### src/rtl/pidc_pkg.sv
// Shared types and constants for the sampled PID controller.
// Used by the channel interfaces, the sample datapath and the top level.
`default_nettype none

package pidc_pkg;

  localparam int DATA_W    = 16;
  localparam int TIME_W    = 32;
  localparam int ACC_W     = 25;
  localparam int CMD_W     = 2;
  localparam int CFG_IDX_W = 3;

  localparam logic [DATA_W-1:0] PERIOD_RESET = 16'd1000;

  typedef enum logic [CMD_W-1:0] {
    CMD_SAMPLE = 2'd0,
    CMD_AUTO   = 2'd1,
    CMD_MANUAL = 2'd2
  } pidc_cmd_t;

  typedef enum logic [CFG_IDX_W-1:0] {
    REG_PROP_GAIN  = 3'd0,
    REG_INTEG_GAIN = 3'd1,
    REG_DERIV_GAIN = 3'd2,
    REG_OUT_MIN    = 3'd3,
    REG_OUT_MAX    = 3'd4,
    REG_PERIOD     = 3'd5
  } pidc_reg_t;

  typedef struct packed {
    logic signed [DATA_W-1:0] prop_gain;
    logic signed [DATA_W-1:0] integ_gain;
    logic signed [DATA_W-1:0] deriv_gain;
    logic signed [DATA_W-1:0] out_min;
    logic signed [DATA_W-1:0] out_max;
    logic        [DATA_W-1:0] sample_period_ms;
  } pidc_cfg_t;

  typedef struct packed {
    logic                     loop_enabled;
    logic signed [ACC_W-1:0]  integral_acc;
    logic signed [DATA_W-1:0] prev_measurement;
    logic signed [DATA_W-1:0] held_output;
    logic        [TIME_W-1:0] last_sample_time;
  } pidc_state_t;

  typedef struct packed {
    logic [CMD_W-1:0]         cmd;
    logic signed [DATA_W-1:0] setpoint;
    logic signed [DATA_W-1:0] measurement;
    logic        [TIME_W-1:0] time_ms;
  } pidc_item_t;

endpackage

`default_nettype wire

### src/rtl/pidc_if.sv
// Valid/ready channel interfaces for the sampled PID controller.
// Depends on pidc_pkg for field widths.
`default_nettype none

interface pidc_in_if;
  logic                               valid;
  logic                               ready;
  logic [pidc_pkg::CMD_W-1:0]         cmd;
  logic signed [pidc_pkg::DATA_W-1:0] setpoint;
  logic signed [pidc_pkg::DATA_W-1:0] measurement;
  logic [pidc_pkg::TIME_W-1:0]        time_ms;

  modport source (output valid, cmd, setpoint, measurement, time_ms, input ready);
  modport sink   (input valid, cmd, setpoint, measurement, time_ms, output ready);
endinterface

interface pidc_out_if;
  logic                               valid;
  logic                               ready;
  logic signed [pidc_pkg::DATA_W-1:0] control_output;
  logic                               updated;

  modport source (output valid, control_output, updated, input ready);
  modport sink   (input valid, control_output, updated, output ready);
endinterface

`default_nettype wire

### src/rtl/pid_controller_sampled_top.sv
// Top level of the sampled PID controller: channel registers, controller state,
// configuration registers. Depends on pidc_pkg, pidc_if and pidc_step.
//
//   port         dir   transaction
//   sample_in    sink  cmd, setpoint, measurement, time_ms
//   result_out   src   control_output, updated (one per input transaction)
//   cfg_*        in    write enable, register index, 16-bit data
//
// One transaction per cycle sustained while the result is not stalled; accepted
// transactions pass the input register, the combinational datapath (three 16x17
// multiplies, adds and clamps) and the result register. A stalled result holds
// the datapath; the input register still takes one more transaction. Synchronous
// reset clears state, handshakes and gains/limits; the period resets to 1000 ms.
`default_nettype none

module pid_controller_sampled_top (
  input  logic                                 clk,
  input  logic                                 rst,
  pidc_in_if.sink                              sample_in,
  pidc_out_if.source                           result_out,
  input  logic                                 cfg_we,
  input  logic [pidc_pkg::CFG_IDX_W-1:0]       cfg_index,
  input  logic [pidc_pkg::DATA_W-1:0]          cfg_data
);
  import pidc_pkg::*;

  pidc_cfg_t   cfg;
  pidc_state_t st;
  pidc_state_t st_next;
  pidc_item_t  item;
  logic        item_valid;
  logic        step_updated;
  logic        res_valid;
  logic signed [DATA_W-1:0] res_output;
  logic        res_updated;
  logic        advance;
  logic        proc;

  assign advance         = !res_valid || result_out.ready;
  assign proc            = item_valid && advance;
  assign sample_in.ready = !item_valid || advance;

  always_ff @(posedge clk) begin
    if (rst) begin
      item_valid <= 1'b0;
    end else if (sample_in.ready) begin
      item_valid <= sample_in.valid;
    end
  end

  always_ff @(posedge clk) begin
    if (sample_in.valid && sample_in.ready) begin
      item.cmd         <= sample_in.cmd;
      item.setpoint    <= sample_in.setpoint;
      item.measurement <= sample_in.measurement;
      item.time_ms     <= sample_in.time_ms;
    end
  end

  pidc_step u_step (
    .cfg     (cfg),
    .st      (st),
    .item    (item),
    .st_next (st_next),
    .updated (step_updated)
  );

  always_ff @(posedge clk) begin
    if (rst) begin
      st <= '0;
    end else if (proc) begin
      st <= st_next;
    end
  end

  always_ff @(posedge clk) begin
    if (rst) begin
      res_valid <= 1'b0;
    end else if (advance) begin
      res_valid <= item_valid;
    end
  end

  always_ff @(posedge clk) begin
    if (proc) begin
      res_output  <= st_next.held_output;
      res_updated <= step_updated;
    end
  end

  assign result_out.valid          = res_valid;
  assign result_out.control_output = res_output;
  assign result_out.updated        = res_updated;

  always_ff @(posedge clk) begin
    if (rst) begin
      cfg.prop_gain        <= '0;
      cfg.integ_gain       <= '0;
      cfg.deriv_gain       <= '0;
      cfg.out_min          <= '0;
      cfg.out_max          <= '0;
      cfg.sample_period_ms <= PERIOD_RESET;
    end else if (cfg_we) begin
      unique case (pidc_reg_t'(cfg_index))
        REG_PROP_GAIN:  cfg.prop_gain        <= cfg_data;
        REG_INTEG_GAIN: cfg.integ_gain       <= cfg_data;
        REG_DERIV_GAIN: cfg.deriv_gain       <= cfg_data;
        REG_OUT_MIN:    cfg.out_min          <= cfg_data;
        REG_OUT_MAX:    cfg.out_max          <= cfg_data;
        REG_PERIOD:     cfg.sample_period_ms <= cfg_data;
        default: begin
        end
      endcase
    end
  end

  // A computed result can only come from automatic mode.
  a_updated_auto: assert property (@(posedge clk) disable iff (rst)
    result_out.valid && result_out.updated |-> st.loop_enabled)
    else $error("updated result while loop disabled");

  // Mode commands never produce a new sample.
  a_mode_no_update: assert property (@(posedge clk) disable iff (rst)
    proc && (pidc_cmd_t'(item.cmd) != CMD_SAMPLE) |-> !step_updated)
    else $error("mode command flagged as sample");

  // With sane limits a new output stays inside them.
  a_out_in_range: assert property (@(posedge clk) disable iff (rst)
    proc && step_updated && (cfg.out_min <= cfg.out_max) |=>
      (st.held_output >= $past(cfg.out_min)) && (st.held_output <= $past(cfg.out_max)))
    else $error("held output outside limits");

  // Anti-windup keeps the integral inside the scaled limits.
  a_integ_in_range: assert property (@(posedge clk) disable iff (rst)
    proc && step_updated && (cfg.out_min <= cfg.out_max) |=>
      (st.integral_acc >= ACC_W'($past(cfg.out_min) * 256)) &&
      (st.integral_acc <= ACC_W'($past(cfg.out_max) * 256)))
    else $error("integral outside limits");

  // An item waiting behind a stalled result stays put.
  a_item_hold: assert property (@(posedge clk) disable iff (rst)
    item_valid && !advance |=> item_valid && $stable(item))
    else $error("input register lost a waiting transaction");

endmodule

`default_nettype wire

### src/rtl/pidc_step.sv
// Combinational next-state logic for one controller transaction.
// Depends on pidc_pkg for the config, state and item structs.
`default_nettype none

module pidc_step (
  input  pidc_pkg::pidc_cfg_t   cfg,
  input  pidc_pkg::pidc_state_t st,
  input  pidc_pkg::pidc_item_t  item,
  output pidc_pkg::pidc_state_t st_next,
  output logic                  updated
);
  import pidc_pkg::*;

  logic signed [DATA_W:0]     err;
  logic signed [DATA_W:0]     dmeas;
  logic signed [2*DATA_W:0]   p_term;
  logic signed [2*DATA_W:0]   i_term;
  logic signed [2*DATA_W:0]   d_term;
  logic signed [2*DATA_W+1:0] acc_sum;
  logic signed [2*DATA_W+1:0] acc_lo;
  logic signed [2*DATA_W+1:0] acc_hi;
  logic signed [ACC_W-1:0]    acc_clamped;
  logic signed [2*DATA_W+2:0] total;
  logic signed [2*DATA_W-6:0] scaled;
  logic signed [2*DATA_W-6:0] out_lo;
  logic signed [2*DATA_W-6:0] out_hi;
  logic signed [DATA_W-1:0]   out_clamped;
  logic signed [ACC_W-1:0]    bump_val;
  logic signed [ACC_W-1:0]    bump_lo;
  logic signed [ACC_W-1:0]    bump_hi;
  logic signed [ACC_W-1:0]    bump_clamped;
  logic [TIME_W-1:0]          elapsed;
  logic                       due;
  logic                       want_auto;

  // Sample path: error, integral update with anti-windup, then the clamped output sum.
  always_comb begin
    err    = {item.setpoint[DATA_W-1], item.setpoint}
           - {item.measurement[DATA_W-1], item.measurement};
    dmeas  = {item.measurement[DATA_W-1], item.measurement}
           - {st.prev_measurement[DATA_W-1], st.prev_measurement};
    p_term = cfg.prop_gain * err;
    i_term = cfg.integ_gain * err;
    d_term = cfg.deriv_gain * dmeas;

    acc_sum = {{(2*DATA_W+2-ACC_W){st.integral_acc[ACC_W-1]}}, st.integral_acc}
            + {i_term[2*DATA_W], i_term};
    acc_lo  = {{(DATA_W+2-8){cfg.out_min[DATA_W-1]}}, cfg.out_min, 8'd0};
    acc_hi  = {{(DATA_W+2-8){cfg.out_max[DATA_W-1]}}, cfg.out_max, 8'd0};
    if (acc_sum > acc_hi) begin
      acc_clamped = acc_hi[ACC_W-1:0];
    end else if (acc_sum < acc_lo) begin
      acc_clamped = acc_lo[ACC_W-1:0];
    end else begin
      acc_clamped = acc_sum[ACC_W-1:0];
    end

    total = {{2{p_term[2*DATA_W]}}, p_term}
          + {{(2*DATA_W+3-ACC_W){acc_clamped[ACC_W-1]}}, acc_clamped}
          - {{2{d_term[2*DATA_W]}}, d_term};
    // Arithmetic shift right by 8 is a floor division by 256.
    scaled = total[2*DATA_W+2:8];
    out_lo = {{(DATA_W-5){cfg.out_min[DATA_W-1]}}, cfg.out_min};
    out_hi = {{(DATA_W-5){cfg.out_max[DATA_W-1]}}, cfg.out_max};
    if (scaled > out_hi) begin
      out_clamped = cfg.out_max;
    end else if (scaled < out_lo) begin
      out_clamped = cfg.out_min;
    end else begin
      out_clamped = scaled[DATA_W-1:0];
    end
  end

  // Bumpless transfer: the integral restarts from the held output.
  always_comb begin
    bump_val = {st.held_output[DATA_W-1], st.held_output, 8'd0};
    bump_lo  = acc_lo[ACC_W-1:0];
    bump_hi  = acc_hi[ACC_W-1:0];
    if (bump_val > bump_hi) begin
      bump_clamped = bump_hi;
    end else if (bump_val < bump_lo) begin
      bump_clamped = bump_lo;
    end else begin
      bump_clamped = bump_val;
    end
  end

  assign elapsed = item.time_ms - st.last_sample_time;
  assign due     = st.loop_enabled && (elapsed >= {{(TIME_W-DATA_W){1'b0}}, cfg.sample_period_ms});

  always_comb begin
    st_next   = st;
    updated   = 1'b0;
    want_auto = 1'b0;
    case (pidc_cmd_t'(item.cmd))
      CMD_SAMPLE: begin
        if (due) begin
          st_next.integral_acc     = acc_clamped;
          st_next.held_output      = out_clamped;
          st_next.prev_measurement = item.measurement;
          st_next.last_sample_time = item.time_ms;
          updated                  = 1'b1;
        end
      end
      CMD_AUTO: begin
        want_auto = 1'b1;
      end
      default: begin
        // Manual, and the unused fourth code, both switch to manual.
        want_auto = 1'b0;
      end
    endcase
    if (pidc_cmd_t'(item.cmd) != CMD_SAMPLE) begin
      if (want_auto != st.loop_enabled) begin
        st_next.prev_measurement = item.measurement;
        st_next.integral_acc     = bump_clamped;
      end
      st_next.loop_enabled = want_auto;
    end
  end

endmodule

`default_nettype wire
### src/flat_wrapper.sv
// flat-port wrapper written by rule: the top's interface ports become plain ports
module pid_controller_sampled_top_flat import pidc_pkg::*;
  (clk, rst, cfg_we, cfg_index, cfg_data, sample_in_valid, sample_in_cmd, sample_in_setpoint, sample_in_measurement, sample_in_time_ms, sample_in_ready, result_out_valid, result_out_control_output, result_out_updated, result_out_ready);
  pidc_in_if sample_in_i ();
  pidc_out_if result_out_i ();
  input  logic clk;
  input  logic rst;
  input  logic cfg_we;
  input  logic [pidc_pkg::CFG_IDX_W-1:0] cfg_index;
  input  logic [pidc_pkg::DATA_W-1:0] cfg_data;
  input wire logic [$bits(sample_in_i.valid)-1:0] sample_in_valid;
  input wire logic [$bits(sample_in_i.cmd)-1:0] sample_in_cmd;
  input wire logic [$bits(sample_in_i.setpoint)-1:0] sample_in_setpoint;
  input wire logic [$bits(sample_in_i.measurement)-1:0] sample_in_measurement;
  input wire logic [$bits(sample_in_i.time_ms)-1:0] sample_in_time_ms;
  output wire logic [$bits(sample_in_i.ready)-1:0] sample_in_ready;
  output wire logic [$bits(result_out_i.valid)-1:0] result_out_valid;
  output wire logic [$bits(result_out_i.control_output)-1:0] result_out_control_output;
  output wire logic [$bits(result_out_i.updated)-1:0] result_out_updated;
  input wire logic [$bits(result_out_i.ready)-1:0] result_out_ready;
  assign sample_in_i.valid = sample_in_valid;
  assign sample_in_i.cmd = sample_in_cmd;
  assign sample_in_i.setpoint = sample_in_setpoint;
  assign sample_in_i.measurement = sample_in_measurement;
  assign sample_in_i.time_ms = sample_in_time_ms;
  assign sample_in_ready = sample_in_i.ready;
  assign result_out_valid = result_out_i.valid;
  assign result_out_control_output = result_out_i.control_output;
  assign result_out_updated = result_out_i.updated;
  assign result_out_i.ready = result_out_ready;
  pid_controller_sampled_top u_core (.clk(clk), .rst(rst), .sample_in(sample_in_i), .result_out(result_out_i), .cfg_we(cfg_we), .cfg_index(cfg_index), .cfg_data(cfg_data));
endmodule
### config.mk
export PLATFORM = sky130hd
export DESIGN_NAME = pid_controller_sampled_top_flat
export DESIGN_NICKNAME = d
export VERILOG_FILES = /design/src/rtl/pidc_pkg.sv /design/src/rtl/pidc_if.sv /design/src/rtl/pid_controller_sampled_top.sv /design/src/rtl/pidc_step.sv /design/src/flat_wrapper.sv
export SDC_FILE = /design/constraint.sdc
export NUM_CORES = 2
export LEC_CHECK = 0
export ABC_AREA = 1
export BUFFER_PORTS_ARGS = -buffer_cell sky130_fd_sc_hd__buf_2
export CAP_MARGIN = 0
export CORE_ASPECT_RATIO = 0.7
export CORE_MARGIN = 3
export CORE_UTILIZATION = 40
export CTS_CLUSTER_DIAMETER = 40
export DETAILED_ROUTE_END_ITERATION = 10
export GPL_TIMING_DRIVEN = 0
export PLACE_DENSITY = 0.64
export SYNTH_ARGS = -nofsm -noshare
export SYNTH_HDL_FRONTEND = slang
export SYNTH_HIERARCHICAL = 1
export SYNTH_SLANG_ARGS = --single-unit
### constraint.sdc
create_clock -name clk -period 20.6 [get_ports clk]
set_input_delay 2.06 -clock clk [delete_from_list [all_inputs] [get_ports clk]]
set_output_delay 2.06 -clock clk [all_outputs]
set_load 0.01 [all_outputs]
## Word level (Yosys, flattened, before mapping)

Cells that the tools add are included.

- Bits in writable memories: 0
- Register bits: 271
- Bits in read-only memories: 0
- Logic and storage cells: 72
- Bits in latches: 0
- Memories kept: 0

- Divide/modulo/power cells: 0
- Bitwise logic cells: 0
- Reduce and logical (&&, ||, !) cells: 18
- Multiply operators: 3
- $add $sub $neg: 6
- Muxes and demuxes: 12
- Shifts and indexed selects: 0
- $lt $le $gt $ge: 7
- Eq/ne operators: 7

Operator list:

| kind | number |
|---|---|
| 89-bit two-way mux | 2 |
| 25-bit two-way mux | 4 |
| 16-bit by 17-bit multiplier with 33-bit output | 3 |
| 41-bit two-way mux | 2 |
| 34-bit by 33-bit subtractor with 35-bit output | 1 |
| 25-bit by 33-bit adder with 34-bit output | 1 |
| 33-bit by 25-bit adder with 34-bit output | 1 |
| 34-bit by 24-bit > comparator with 1-bit output | 1 |
| 34-bit by 24-bit less-than comparator with 1-bit output | 1 |
| 16-bit by 16-bit subtractor with 17-bit output | 2 |
| 32-bit by 16-bit greater-or-equal comparator with 1-bit output | 1 |
| 16-bit two-way mux | 2 |
| 32-bit subtractor | 1 |
| 27-bit by 16-bit > comparator with 1-bit output | 1 |
| 27-bit by 16-bit less-than comparator with 1-bit output | 1 |
| 24-bit > comparator | 1 |
| 24-bit less-than comparator | 1 |
| 2-bit AND reduction | 7 |
| 3-bit by 2-bit == test with 1-bit output, second input constant | 2 |
| 3-bit == test, second input constant | 2 |
| 3-bit by 1-bit == test with 1-bit output, second input constant | 1 |
| 1-bit logical AND | 3 |
| 3-bit logical NOT | 1 |
| 3-bit AND reduction | 1 |
| 7 further kinds | 10 |

## Depth between registers and ports, before layout

- Depth in word-level cells: 15
- Depth in mapped cells: 96

## Cells and area by module

Netlist, hierarchy kept.

By module, submodules not included:

| module | area each (sq um) | cells each | times used | seq. area each (sq um) |
|---|---|---|---|---|
| pidc_step | 43067.6 | 5681 | 1 | 0.0 |
| pid_controller_sampled_top | 10080.9 | 1127 | 1 | 6256.0 |

## Worst setup path before layout

OpenSTA, ideal clock, no wires.

- Path type: reg-to-reg
- Start point: register, netlist name u_core/item[33]
- End point: register, netlist name u_core/st[38]
- Stages on the path, launching flop included: 86
- Arrival: 15893 ps
- Required time: 20487 ps
- Period minus slack after synthesis: 16006 ps
- Buffers on the path: 4
- Path slack: 4594 ps
- Path through: edfxtp_1 inv_1 ha_1 inv_1 nor3_1 a21oi_1 or2_2 nand2_1 a21oi_1 or2_2 nand2_1 clkbuf_1 nor2_1 fa_1 inv_1 fa_1 inv_1 fa_1 [... 50 more ...] xor2_1 ha_1 nand2_1 inv_1 a221oi_1 o21ai_0 a21oi_1 a21o_1 clkbuf_1 nand3_1 clkbuf_1 nand2_1 nor2_1 nor2_1 nor2_1 nand3b_1 nand2_1 nor2_1

==> run metrics <==
Post-synth EDFFs 83; max-slew violations 0; DRT Pass-1 Iters 7; Max Freq 0.0500 GHz; worst hold path type reg2reg; Detailed Route Iter0 Violations 5273; Syn Inst Count 6808; Synth Area per Inst 7.81 um^2; Max-Cap Viols 0; share of layout cells above drive strength 1 0.0561; antenna viol nets, final 0; Place WS -2.07 ns; Critical Path End Type flop; sequential element share of the synthesized area 0.118; synth unique cells 54; placed cell area 0.0560 mm^2; io pins 109; GRT overflow 0; WL final 192 mm; WL/cell 22.0 um; syn_nets 8330; Final Skew 0.0399 ns; antenna violations before repair 4; register bit count reported by yosys 271; crit share post-route 0.971; Worst EP required 21.15 ns; FILL cells 13300; Root Buffer clkbuf_16; vias per cell 5.23; Setup CP Type reg2reg; CTS tree done; Die H 311 um; Worst-Margin Slew 1.43 ns; start point of the critical path u_core/item[33]; fin area 0.0579 mm^2; relative slew slack 0.0451; cts bufs inserted 43; mapped cell area 0.0531 mm^2; final setup vio count 0; H-tree lvl count 2; worst skew pair latency 0.61 ns; Residual DRC 0; commonest register cell after synthesis dfxtp_1; Clock transition at path regs 0.06 ns; final setup margin 0.587 ns; Crit-path slowest cell clkbuf_1; CTS Hold Buffers Added 0; YS warnings 6; fin nets 8488; Sink Count 271; crit path DAT 20.57 ns; Die ar. 0.137 mm^2; Via Count 45700; num rows 111; Initial Utilization 0.405; PortBufs 108; vias in the first global route 44000; die width 442 um; Crit Path Max Fanout 10; core outline area 0.131 mm^2; outcome complete, no violations; asr flop ratio synth 0; Longest Clk Path Bufs 3; HPWL Detailed 167 mm; R2R Path Start u_core/item[33]; first-pass GRT wire length 286 mm; startpoint class of the critical path flop; setup TNS 0 ns; largest net degree at the start of global routing 49; Tot GR Track Use 0.279; fin crit period 20.01 ns; Final GP Congestion 1.03; largest stage delay on the critical path 0.83 ns; count of final hold-check violations 0; Layout area overhead 8.89%; HP Start u_core/cfg[3]; Most Frequent Cell on Critical Path inv_1
## kinds of logic after synthesis
group / count (synthesis) / synth area share
compound gates: 440 / 0.0458
xor+xnor: 113 / 0.0186
flops: 271 / 0.118
simple gates: 2784 / 0.217
buf+inv: 1768 / 0.127
fa+ha+maj: 1432 / 0.474
## cells in the mapped netlist (47+ instances only)
master	n	share of area
nand3_1	300	0.028
buf_2	47	0.0044
inv_1	1529	0.11
xor2_1	82	0.014
edfxtp_1	83	0.047
fa_1	966	0.36
a21oi_1	208	0.020
dfxtp_1	188	0.071
o21ai_0	108	0.010
nor2_1	1010	0.071
nand3b_1	95	0.013
ha_1	466	0.11
nand2_1	1248	0.088
clkbuf_1	147	0.010
## worst max-delay path: cells and delay by family (launching register included)
| family | cells | cell delay, ns |
|---|---|---|
| compound gates | 8 | 1.31 |
| xor+xnor | 2 | 0.79 |
| fa+ha+maj | 18 | 8.49 |
| buf+inv | 20 | 3.01 |
| flops | 1 | 0.59 |
| simple gates | 33 | 5.70 |
## registers in the layout, indices dropped and copies added, names as in the netlist
signal	count
u_core/result_out.valid	1
u_core/item_valid	1
u_core/st	90
u_core/item	66
u_core/result_out.control_output	16
u_core/result_out.updated	1
u_core/cfg	96
## path summary, 6_finish.rpt
path	endpoint	slack, ns	cells after the start
hold / removal	u_core/cfg[3]	0.47	2
setup / recovery	u_core/st[38]	0.59	81
setup reg to reg	u_core/st[38]	0.59	81
hold reg to reg	u_core/cfg[3]	0.47	2
## layer usage
metal	global-route usage	vias up	part of all wire
met3	0.118	231	0.16
met5	0	-	0.000068
met2	0.353	2561	0.36
met4	0.0619	2	0.027
li1	-	20700	-
met1	0.430	22300	0.45
## final cells by class
class / count / area (um^2) / area share
Multi-Input combinational cell: 4769 / 40400 / 0.698
Timing Repair Buffer: 120 / 701 / 0.0121
Clock inverter: 30 / 384 / 0.00664
Buffer: 211 / 950 / 0.0164
Antenna cell: 1 / 2.50 / 0.0000432
Tap cell: 1751 / 2190 / 0.0379
Sequential cell: 271 / 6260 / 0.108
Clock buffer: 50 / 1140 / 0.0198
Inverter: 1550 / 5850 / 0.101
## cells in the final DEF (no fill, tap or decap), types with 7 or more instances in the layout
cell type	instances
o21ai_0	101
buf_1	13
a21oi_1	202
ha_1	464
o21ai_2	12
inv_2	8
clkinvlp_4	7
dfxtp_1	188
nand3b_1	95
xor2_1	66
nand4_1	40
a21o_1	13
a31oi_1	8
clkbuf_2	11
nor2_4	8
clkbuf_1	125
o21bai_1	16
fa_1	965
edfxtp_1	83
nor2_2	12
nand2_1	1244
clkinv_4	8
nor3_1	28
buf_2	157
nand3_1	297
xnor2_1	30
nand2_2	14
o21ai_1	44
inv_1	1527
clkbuf_16	44
or2_2	14
buf_4	11
xor2_2	14
a21oi_2	9
nor2_1	1006
o211ai_1	7
## stage by stage
| step | cells | util | hold slack (ns) |
|---|---|---|---|
| global placement | 8667 | 0.425 | 0.444 |
| detailed placement | 8674 | 0.427 | 0.459 |
| floorplan | 6808 | - | 0.429 |
| CTS | 8753 | 0.439 | 0.479 |
| global route | 8752 | 0.440 | 0.501 |
| finish | 8753 | 0.440 | 0.474 |
## repair_timing
action                     CTS  global route
hold endpoints to repair     0             0
setup endpoints to repair   32            32
resized for setup           33            73
pin swaps                    1             2
setup buffers                3             2
Power is not shown: default switching activity piles up to over one toggle a cycle in this logic, so the estimate is an artifact.
